## src/rtl/msprx_pkg.sv

```systemverilog
package msprx_pkg;

    localparam logic [7:0] CHAR_DOLLAR = 8'h24;
    localparam logic [7:0] CHAR_M      = 8'h4D;
    localparam logic [7:0] CHAR_LT     = 8'h3C;
    localparam logic [7:0] CHAR_GT     = 8'h3E;

    // Results per frame are capped at the reach of the 6-bit byte index.
    localparam int unsigned MAX_RESULTS = 64;

    typedef enum logic [2:0] {
        PH_IDLE,
        PH_DOLLAR,
        PH_M,
        PH_DIR,
        PH_SIZE,
        PH_CMD
    } parse_phase_t;

    typedef enum logic [1:0] {
        DR_IDLE,
        DR_READ,
        DR_SEND
    } drain_state_t;

    typedef struct packed {
        logic       en;
        logic [7:0] idx;
        logic [7:0] data;
    } buf_write_t;

    typedef struct packed {
        logic       en;
        logic [7:0] command;
        logic [6:0] length;
        logic [6:0] count;
        logic       zero;
    } drain_start_t;

endpackage

```

## src/rtl/msp_frame_receiver.sv

```systemverilog
// Channel | Direction | Handshake          | Payload
// s_      | in        | s_valid / s_ready  | s_rx_byte
// m_      | out       | m_valid / m_ready  | m_command_code, m_payload_length,
//         |           |                    | m_byte_index, m_payload_byte, m_last
//
// While no frame is draining, one received byte is taken every cycle.
// A good frame drains each payload byte by a read through the single read port
// of the payload memory, then a send of its registered output (one beat if empty).
// s_ready is low during the drain; a stall on m_ready holds the current beat.
// aresetn is synchronous; it clears the parser and drain state, not the memory.
module msp_frame_receiver
    import msprx_pkg::*;
#(
    parameter int unsigned BUFFER_DEPTH = 64
) (
    input  logic       aclk,
    input  logic       aresetn,
    input  logic       s_valid,
    output logic       s_ready,
    input  logic [7:0] s_rx_byte,
    output logic       m_valid,
    input  logic       m_ready,
    output logic [7:0] m_command_code,
    output logic [6:0] m_payload_length,
    output logic [5:0] m_byte_index,
    output logic [7:0] m_payload_byte,
    output logic       m_last
);

    localparam int unsigned LW = $clog2(BUFFER_DEPTH + 1);

    parse_phase_t phase_reg, phase_next;
    logic [LW-1:0] exp_reg, exp_next;
    logic [LW-1:0] rcvd_reg, rcvd_next;
    logic [7:0]    xor_reg, xor_next;
    logic [7:0]    cmd_reg, cmd_next;

    logic         accept;
    logic         busy;
    logic         size_ok;
    logic         more_payload;
    logic [8:0]   exp_wide;
    buf_write_t   wr;
    drain_start_t start;

    assign s_ready      = !busy;
    assign accept       = s_valid && s_ready;
    assign size_ok      = ({1'b0, s_rx_byte} <= 9'(BUFFER_DEPTH));
    assign more_payload = (rcvd_reg < exp_reg);
    assign exp_wide     = 9'(exp_reg);

    always_comb begin
        phase_next = phase_reg;
        if (accept) begin
            unique case (phase_reg)
                PH_IDLE:   phase_next = (s_rx_byte == CHAR_DOLLAR) ? PH_DOLLAR : PH_IDLE;
                PH_DOLLAR: phase_next = (s_rx_byte == CHAR_M) ? PH_M : PH_IDLE;
                PH_M: begin
                    phase_next = (s_rx_byte == CHAR_LT || s_rx_byte == CHAR_GT) ?
                                 PH_DIR : PH_IDLE;
                end
                PH_DIR:    phase_next = size_ok ? PH_SIZE : PH_IDLE;
                PH_SIZE:   phase_next = PH_CMD;
                PH_CMD:    phase_next = more_payload ? PH_CMD : PH_IDLE;
                default:   phase_next = PH_IDLE;
            endcase
        end
    end

    always_comb begin
        exp_next      = exp_reg;
        rcvd_next     = rcvd_reg;
        xor_next      = xor_reg;
        cmd_next      = cmd_reg;
        wr.en         = 1'b0;
        wr.idx        = 8'(rcvd_reg);
        wr.data       = s_rx_byte;
        start.en      = 1'b0;
        start.command = cmd_reg;
        start.length  = 7'(exp_reg);
        start.count   = (exp_wide > 9'(MAX_RESULTS)) ? 7'(MAX_RESULTS) : exp_wide[6:0];
        start.zero    = (exp_reg == '0);
        if (accept) begin
            unique case (phase_reg)
                PH_DIR: begin
                    if (size_ok) begin
                        exp_next  = s_rx_byte[LW-1:0];
                        rcvd_next = '0;
                        xor_next  = s_rx_byte;
                    end
                end
                PH_SIZE: begin
                    cmd_next = s_rx_byte;
                    xor_next = xor_reg ^ s_rx_byte;
                end
                PH_CMD: begin
                    if (more_payload) begin
                        xor_next  = xor_reg ^ s_rx_byte;
                        wr.en     = 1'b1;
                        rcvd_next = rcvd_reg + 1'b1;
                    end else begin
                        // A checksum mismatch drops the frame with no result.
                        start.en = (xor_reg == s_rx_byte);
                    end
                end
                default: wr.en = 1'b0;
            endcase
        end
    end

    always_ff @(posedge aclk) begin
        if (!aresetn) begin
            phase_reg <= PH_IDLE;
            exp_reg   <= '0;
            rcvd_reg  <= '0;
            xor_reg   <= '0;
            cmd_reg   <= '0;
        end else begin
            phase_reg <= phase_next;
            exp_reg   <= exp_next;
            rcvd_reg  <= rcvd_next;
            xor_reg   <= xor_next;
            cmd_reg   <= cmd_next;
        end
    end

    msprx_frame_buf #(
        .BUFFER_DEPTH(BUFFER_DEPTH)
    ) u_frame_buf (
        .aclk            (aclk),
        .aresetn         (aresetn),
        .wr              (wr),
        .start           (start),
        .busy            (busy),
        .m_valid         (m_valid),
        .m_ready         (m_ready),
        .m_command_code  (m_command_code),
        .m_payload_length(m_payload_length),
        .m_byte_index    (m_byte_index),
        .m_payload_byte  (m_payload_byte),
        .m_last          (m_last)
    );

    a_rcvd_bounded: assert property (@(posedge aclk) disable iff (!aresetn)
        (phase_reg == PH_CMD) |-> (rcvd_reg <= exp_reg))
        else $error("payload count ran past the frame size");

    a_len_in_depth: assert property (@(posedge aclk) disable iff (!aresetn)
        (phase_reg == PH_SIZE || phase_reg == PH_CMD) |->
        (exp_wide <= 9'(BUFFER_DEPTH)))
        else $error("frame size above buffer depth");

    a_idle_after_check: assert property (@(posedge aclk) disable iff (!aresetn)
        start.en |=> (phase_reg == PH_IDLE))
        else $error("parser not idle after a good checksum");

endmodule

```

## src/rtl/msprx_frame_buf.sv

```systemverilog
module msprx_frame_buf
    import msprx_pkg::*;
#(
    parameter int unsigned BUFFER_DEPTH = 64
) (
    input  logic         aclk,
    input  logic         aresetn,
    input  buf_write_t   wr,
    input  drain_start_t start,
    output logic         busy,
    output logic         m_valid,
    input  logic         m_ready,
    output logic [7:0]   m_command_code,
    output logic [6:0]   m_payload_length,
    output logic [5:0]   m_byte_index,
    output logic [7:0]   m_payload_byte,
    output logic         m_last
);

    localparam int unsigned AW = (BUFFER_DEPTH > 1) ? $clog2(BUFFER_DEPTH) : 1;

    logic [7:0] mem [BUFFER_DEPTH];

    drain_state_t state_reg, state_next;
    logic [5:0]   idx_reg, idx_next;
    logic [6:0]   cnt_reg, cnt_next;
    logic [7:0]   cmd_reg, cmd_next;
    logic [6:0]   len_reg, len_next;
    logic         zero_reg, zero_next;
    logic [7:0]   rd_data_reg;

    logic          rd_en;
    logic [AW-1:0] rd_addr;
    logic [AW-1:0] wr_addr;
    logic [7:0]    idx_wide;
    logic          last_beat;
    logic          out_fire;

    assign idx_wide  = {2'b00, idx_reg};
    assign rd_addr   = idx_wide[AW-1:0];
    assign wr_addr   = wr.idx[AW-1:0];
    assign last_beat = zero_reg || (({1'b0, idx_reg} + 7'd1) == cnt_reg);
    assign out_fire  = m_valid && m_ready;

    // The parser is held off while a frame drains, so a write and a read of
    // the same entry never fall in one cycle.
    always_ff @(posedge aclk) begin
        if (wr.en) begin
            mem[wr_addr] <= wr.data;
        end
        if (rd_en) begin
            rd_data_reg <= mem[rd_addr];
        end
    end

    always_comb begin
        state_next = state_reg;
        unique case (state_reg)
            DR_IDLE: begin
                if (start.en) begin
                    state_next = start.zero ? DR_SEND : DR_READ;
                end
            end
            DR_READ: state_next = DR_SEND;
            DR_SEND: begin
                if (m_ready) begin
                    state_next = last_beat ? DR_IDLE : DR_READ;
                end
            end
            default: state_next = DR_IDLE;
        endcase
    end

    always_comb begin
        idx_next  = idx_reg;
        cnt_next  = cnt_reg;
        cmd_next  = cmd_reg;
        len_next  = len_reg;
        zero_next = zero_reg;
        rd_en     = 1'b0;
        unique case (state_reg)
            DR_IDLE: begin
                if (start.en) begin
                    idx_next  = '0;
                    cnt_next  = start.count;
                    cmd_next  = start.command;
                    len_next  = start.length;
                    zero_next = start.zero;
                end
            end
            DR_READ: rd_en = 1'b1;
            DR_SEND: begin
                if (m_ready && !last_beat) begin
                    idx_next = idx_reg + 6'd1;
                end
            end
            default: rd_en = 1'b0;
        endcase
    end

    always_ff @(posedge aclk) begin
        if (!aresetn) begin
            state_reg <= DR_IDLE;
        end else begin
            state_reg <= state_next;
        end
        idx_reg  <= idx_next;
        cnt_reg  <= cnt_next;
        cmd_reg  <= cmd_next;
        len_reg  <= len_next;
        zero_reg <= zero_next;
    end

    assign busy             = (state_reg != DR_IDLE);
    assign m_valid          = (state_reg == DR_SEND);
    assign m_command_code   = cmd_reg;
    assign m_payload_length = len_reg;
    assign m_byte_index     = idx_reg;
    assign m_payload_byte   = zero_reg ? 8'd0 : rd_data_reg;
    assign m_last           = last_beat;

    a_start_when_idle: assert property (@(posedge aclk) disable iff (!aresetn)
        start.en |-> (state_reg == DR_IDLE))
        else $error("frame start while a drain is in progress");

    a_no_write_in_drain: assert property (@(posedge aclk) disable iff (!aresetn)
        wr.en |-> (state_reg == DR_IDLE))
        else $error("payload write while a drain is in progress");

    a_index_in_range: assert property (@(posedge aclk) disable iff (!aresetn)
        (m_valid && !zero_reg) |-> ({1'b0, idx_reg} < cnt_reg))
        else $error("byte index beyond the frame count");

    a_idle_after_last: assert property (@(posedge aclk) disable iff (!aresetn)
        (out_fire && m_last) |=> !busy)
        else $error("drain did not end after the last beat");

    a_index_steps: assert property (@(posedge aclk) disable iff (!aresetn)
        (out_fire && !m_last) |=> (idx_reg == $past(idx_reg) + 6'd1))
        else $error("byte index did not advance by one");

endmodule

```

## config.mk

```make
export PLATFORM = sky130hd
export DESIGN_NAME = msp_frame_receiver
export DESIGN_NICKNAME = d
export VERILOG_FILES = /design/src/rtl/msprx_pkg.sv /design/src/rtl/msp_frame_receiver.sv /design/src/rtl/msprx_frame_buf.sv
export SDC_FILE = /design/constraint.sdc
export NUM_CORES = 1
export LEC_CHECK = 0
export ABC_AREA = 1
export BUFFER_PORTS_ARGS = -buffer_cell sky130_fd_sc_hd__clkbuf_2
export CORE_MARGIN = 1.5
export CORE_UTILIZATION = 35
export CTS_CLUSTER_SIZE = 10
export DETAILED_ROUTE_END_ITERATION = 10
export HOLD_SLACK_MARGIN = 0.12
export PLACE_DENSITY = 0.53
export SYNTH_ARGS = -nofsm -noshare
export SYNTH_HDL_FRONTEND = slang
export SYNTH_SLANG_ARGS = --single-unit
```

## constraint.sdc

```tcl
create_clock -name aclk -period 2.6 [get_ports aclk]
set_input_delay 0.78 -clock aclk [delete_from_list [all_inputs] [get_ports aclk]]
set_output_delay 0.78 -clock aclk [all_outputs]
set_load 0.005 [all_outputs]
```

==> metrics.txt <==
outcome complete, but fails checks; failing checks negative setup slack; CP Launch Point u_frame_buf.m_byte_index[0]; CP Capture Type primary output; first-pass GRT wire length 101300 um; overall routed net length slightly below 70000 um; Power, Total about 19 mW; register bit total from synthesis roughly 580; global route overflow 0; count of buffers from port buffering 43; register share of total power about 54%; P_leak slightly above 10 nW; Comb power frac approximately 1.4%; fin crit share 109.1%; Critical Path End m_last; Syn Inst Count 2208; Worst Path Buf+Inv 3; CTS Hold Bufs 0; CTS Buf Count roughly 70; DR WL/cell 20.76 um; reg2reg setup slack ~110 ps; max incr delay on CP about 470 ps; CTS tree done; commonest non-fill, non-tap cell in the layout edfxtp_1; initial antenna violation count 1; Synth Net Count ~2200; share of layout cells above drive strength 1 a little over an eighth; Worst Path Max Fanout 4; Net Switching between 3 and 4 mW; worst path required time ~1800 ps; sequential-to-total area share from yosys stat 70.01%; Setup-failing EPs final 1; Clock Latency Late Sink about 610 ps; CTS Root Buffer Type clkbuf_16; Largest Register u_frame_buf.mem; vias in the first global route about 17000; gpl congestion around 0.85; Switching Share approximately 20%; P&R area growth vs syn 16.47%; non-filler instance count after layout approximately 3300; RSZ-0062 raised after global routing true; Initial Utilization 35.60%; number of flip-flops in the largest register a little over 500; die height around 270 um; # DRC 0; H-Tree Depth 3; Fillers between 6000 and 7000; fmax between 0.3 and 0.4 GHz; Critical-path top delay cell edfxtp_1; worst min path class reg2reg; ant diodes 0; CP Cell Sequence buf_12, buf_12, xnor2_1, nor2_1, nand3_1, nor2_1, nand3_1, nand2_2, clkbuf_2; Rows 96; peak supply drop approximately 0.00052 V; die area ~0.072 mm2; crit path DAT around 2100 ps; Top delay family on crit path flip-flops; Worst setup SP type flop; Final Hold Vio Count 0; maxcap violations 0; chip width 267.8 um; Ports 44; clock buffer depth 3; drt via density between 5 and 6; Max-slew headroom between 30% and 40%; Worst Max-Slew Pin Slew 1001 ps; clock power share between 40 and 50%; Warnings, synthesis 0; synthesized area about 0.025 mm2; fin crit period roughly 2800 ps; Placed Instances roughly 3200; Routed Antenna Nets 0; worst r2r src u_frame_buf.m_byte_index[0]; power density over cell area 667.9 mW/mm2; Detailed Route Iter0 Violations between 1000 and 1500; syn avg cell area 11.12 um2; Clock Sink Count approximately 600; Pre-Repair DR Iteration Count 5; cell internal pwr 15.33 mW; Final WS setup -236.3 ps; largest net degree at the start of global routing approximately 110; terminus of the critical flop-to-flop path u_frame_buf.rd_data_reg[4]; Clk pin slew, worst setup/hold paths roughly 60 ps; core area between 0.06 and 0.07 mm2; R2R cell count 11; synth unique cells 34; GRT Total Usage approximately a fifth; Setup CP Type reg2out; Worst path depth 9; clock skew ~35 ps; dpl hpwl roughly 43000 um; DR vias ~17000; Slew Limit Fails 0; most frequent cells in the layout edfxtp_1, nor2_1, nand2_1, nand3_1, o21ai_0; nets 2367
through the flow:
stage / setup TNS, ps / setup slack [ps] / area, um2 / hold WS, ps / utilization [%]
2_1_floorplan: 0 / 179.6 / 24550 / 403.0 / -
3_3_place_gp: -58060 / -229.5 / 26460 / 414.7 / 38.38
3_5_place_dp: -67740 / -228.5 / 26460 / 417.8 / 38.38
4_1_cts: -302.8 / -302.8 / 28460 / 409.4 / 41.29
5_1_grt: -328.7 / -328.7 / 28590 / 424.9 / 41.47
6_report: -236.3 / -236.3 / 28590 / 409.4 / 41.47
power groups by stage:
stage / Combinational [mW] / Clock, mW / Sequential (mW)
finish: 0.265 / 8.56 / 10.3
floorplan: 0.0377 / 0 / 10.5
global placement: 0.272 / 0 / 10.5
global route: 0.286 / 9.06 / 10.3
CTS: 0.271 / 8.71 / 10.3
detailed placement: 0.272 / 0 / 10.5
cell usage after synthesis, drive strengths merged:
library cell / instances / share of area [%]
inv: 134 / 2.1
nor3b: 1 / 0.031
nand3: 231 / 4.8
dfxtp: 35 / 2.9
clkbuf: 41 / 0.63
o211ai: 33 / 1.0
clkinv: 2 / 0.031
xnor2: 2 / 0.071
a21oi: 64 / 1.3
o21bai: 1 / 0.031
xor2: 3 / 0.11
nor2: 476 / 7.4
ha: 8 / 0.41
buf: 81 / 1.9
edfxtp: 549 / 67
nand4: 9 / 0.39
o21ai: 220 / 4.5
o21a: 1 / 0.031
nor3: 61 / 1.2
nand2: 255 / 4.0
nand3b: 1 / 0.031
cell families after synthesis:
logic type,synth area share (%)
AO/OA/AOI/OAI,6.861
XOR/XNOR,0.1784
adder cells (fa/ha/maj),0.4078
buffers and inverters,4.659
flip-flops,70.01
AND/OR/NAND/NOR,17.88
worst reg2reg max path, cell delays in order (launching register included):
cell      delay, ps
edfxtp_1        470
buf_12          170
buf_4           180
inv_6           150
buf_12          260
nand2_1         120
o211ai_1        100
nand3_1         100
nand3_1         210
nand3_1         210
nand3_1         170
nand2_1          70
area by class of cell:
| cell class | instances | area [um2] | share of cell area (%) |
|---|---|---|---|
| flip-flops and latches | 584 | 17190 | 60.12 |
| multi-input cells | 1366 | 6279 | 21.96 |
| clock buffers | 89 | 1844 | 6.451 |
| repair buffers | 190 | 1518 | 5.309 |
| well taps | 931 | 1165 | 4.074 |
| inverters | 136 | 518.0 | 1.812 |
| clock inverters | 7 | 78.83 | 0.2757 |
metal layers:
layer	routed length (um)	vias to the layer above	GRT usage, %
met3	4764	126	4.857
met1	29180	8043	24.83
met5	11	-	0
li1	-	7948	-
met2	32590	571	31.52
met4	2004	2	6.306
worst min-delay path by stage:
stage                                       to        from  cells past startpoint
6_report         u_frame_buf.m_command_code[4]  cmd_reg[4]                      0
5_1_grt          u_frame_buf.m_command_code[4]  cmd_reg[4]                      0
3_5_place_dp   u_frame_buf.m_payload_length[3]  exp_reg[3]                      0
3_3_place_gp   u_frame_buf.m_payload_length[3]  exp_reg[3]                      0
4_1_cts          u_frame_buf.m_command_code[4]  cmd_reg[4]                      0
2_1_floorplan    u_frame_buf.m_command_code[0]  cmd_reg[0]                      0
what timing repair did:
| item | in CTS | in global routing |
|---|---|---|
| endpoints found under the setup margin | 515 | 80 |
| resized for setup | 11 | 16 |
| hold endpoints to repair | 0 | 0 |
| setup buffers | 3 | 8 |
| pin swaps | 5 | 5 |
Note: power is estimated with default switching activity, not from simulation.
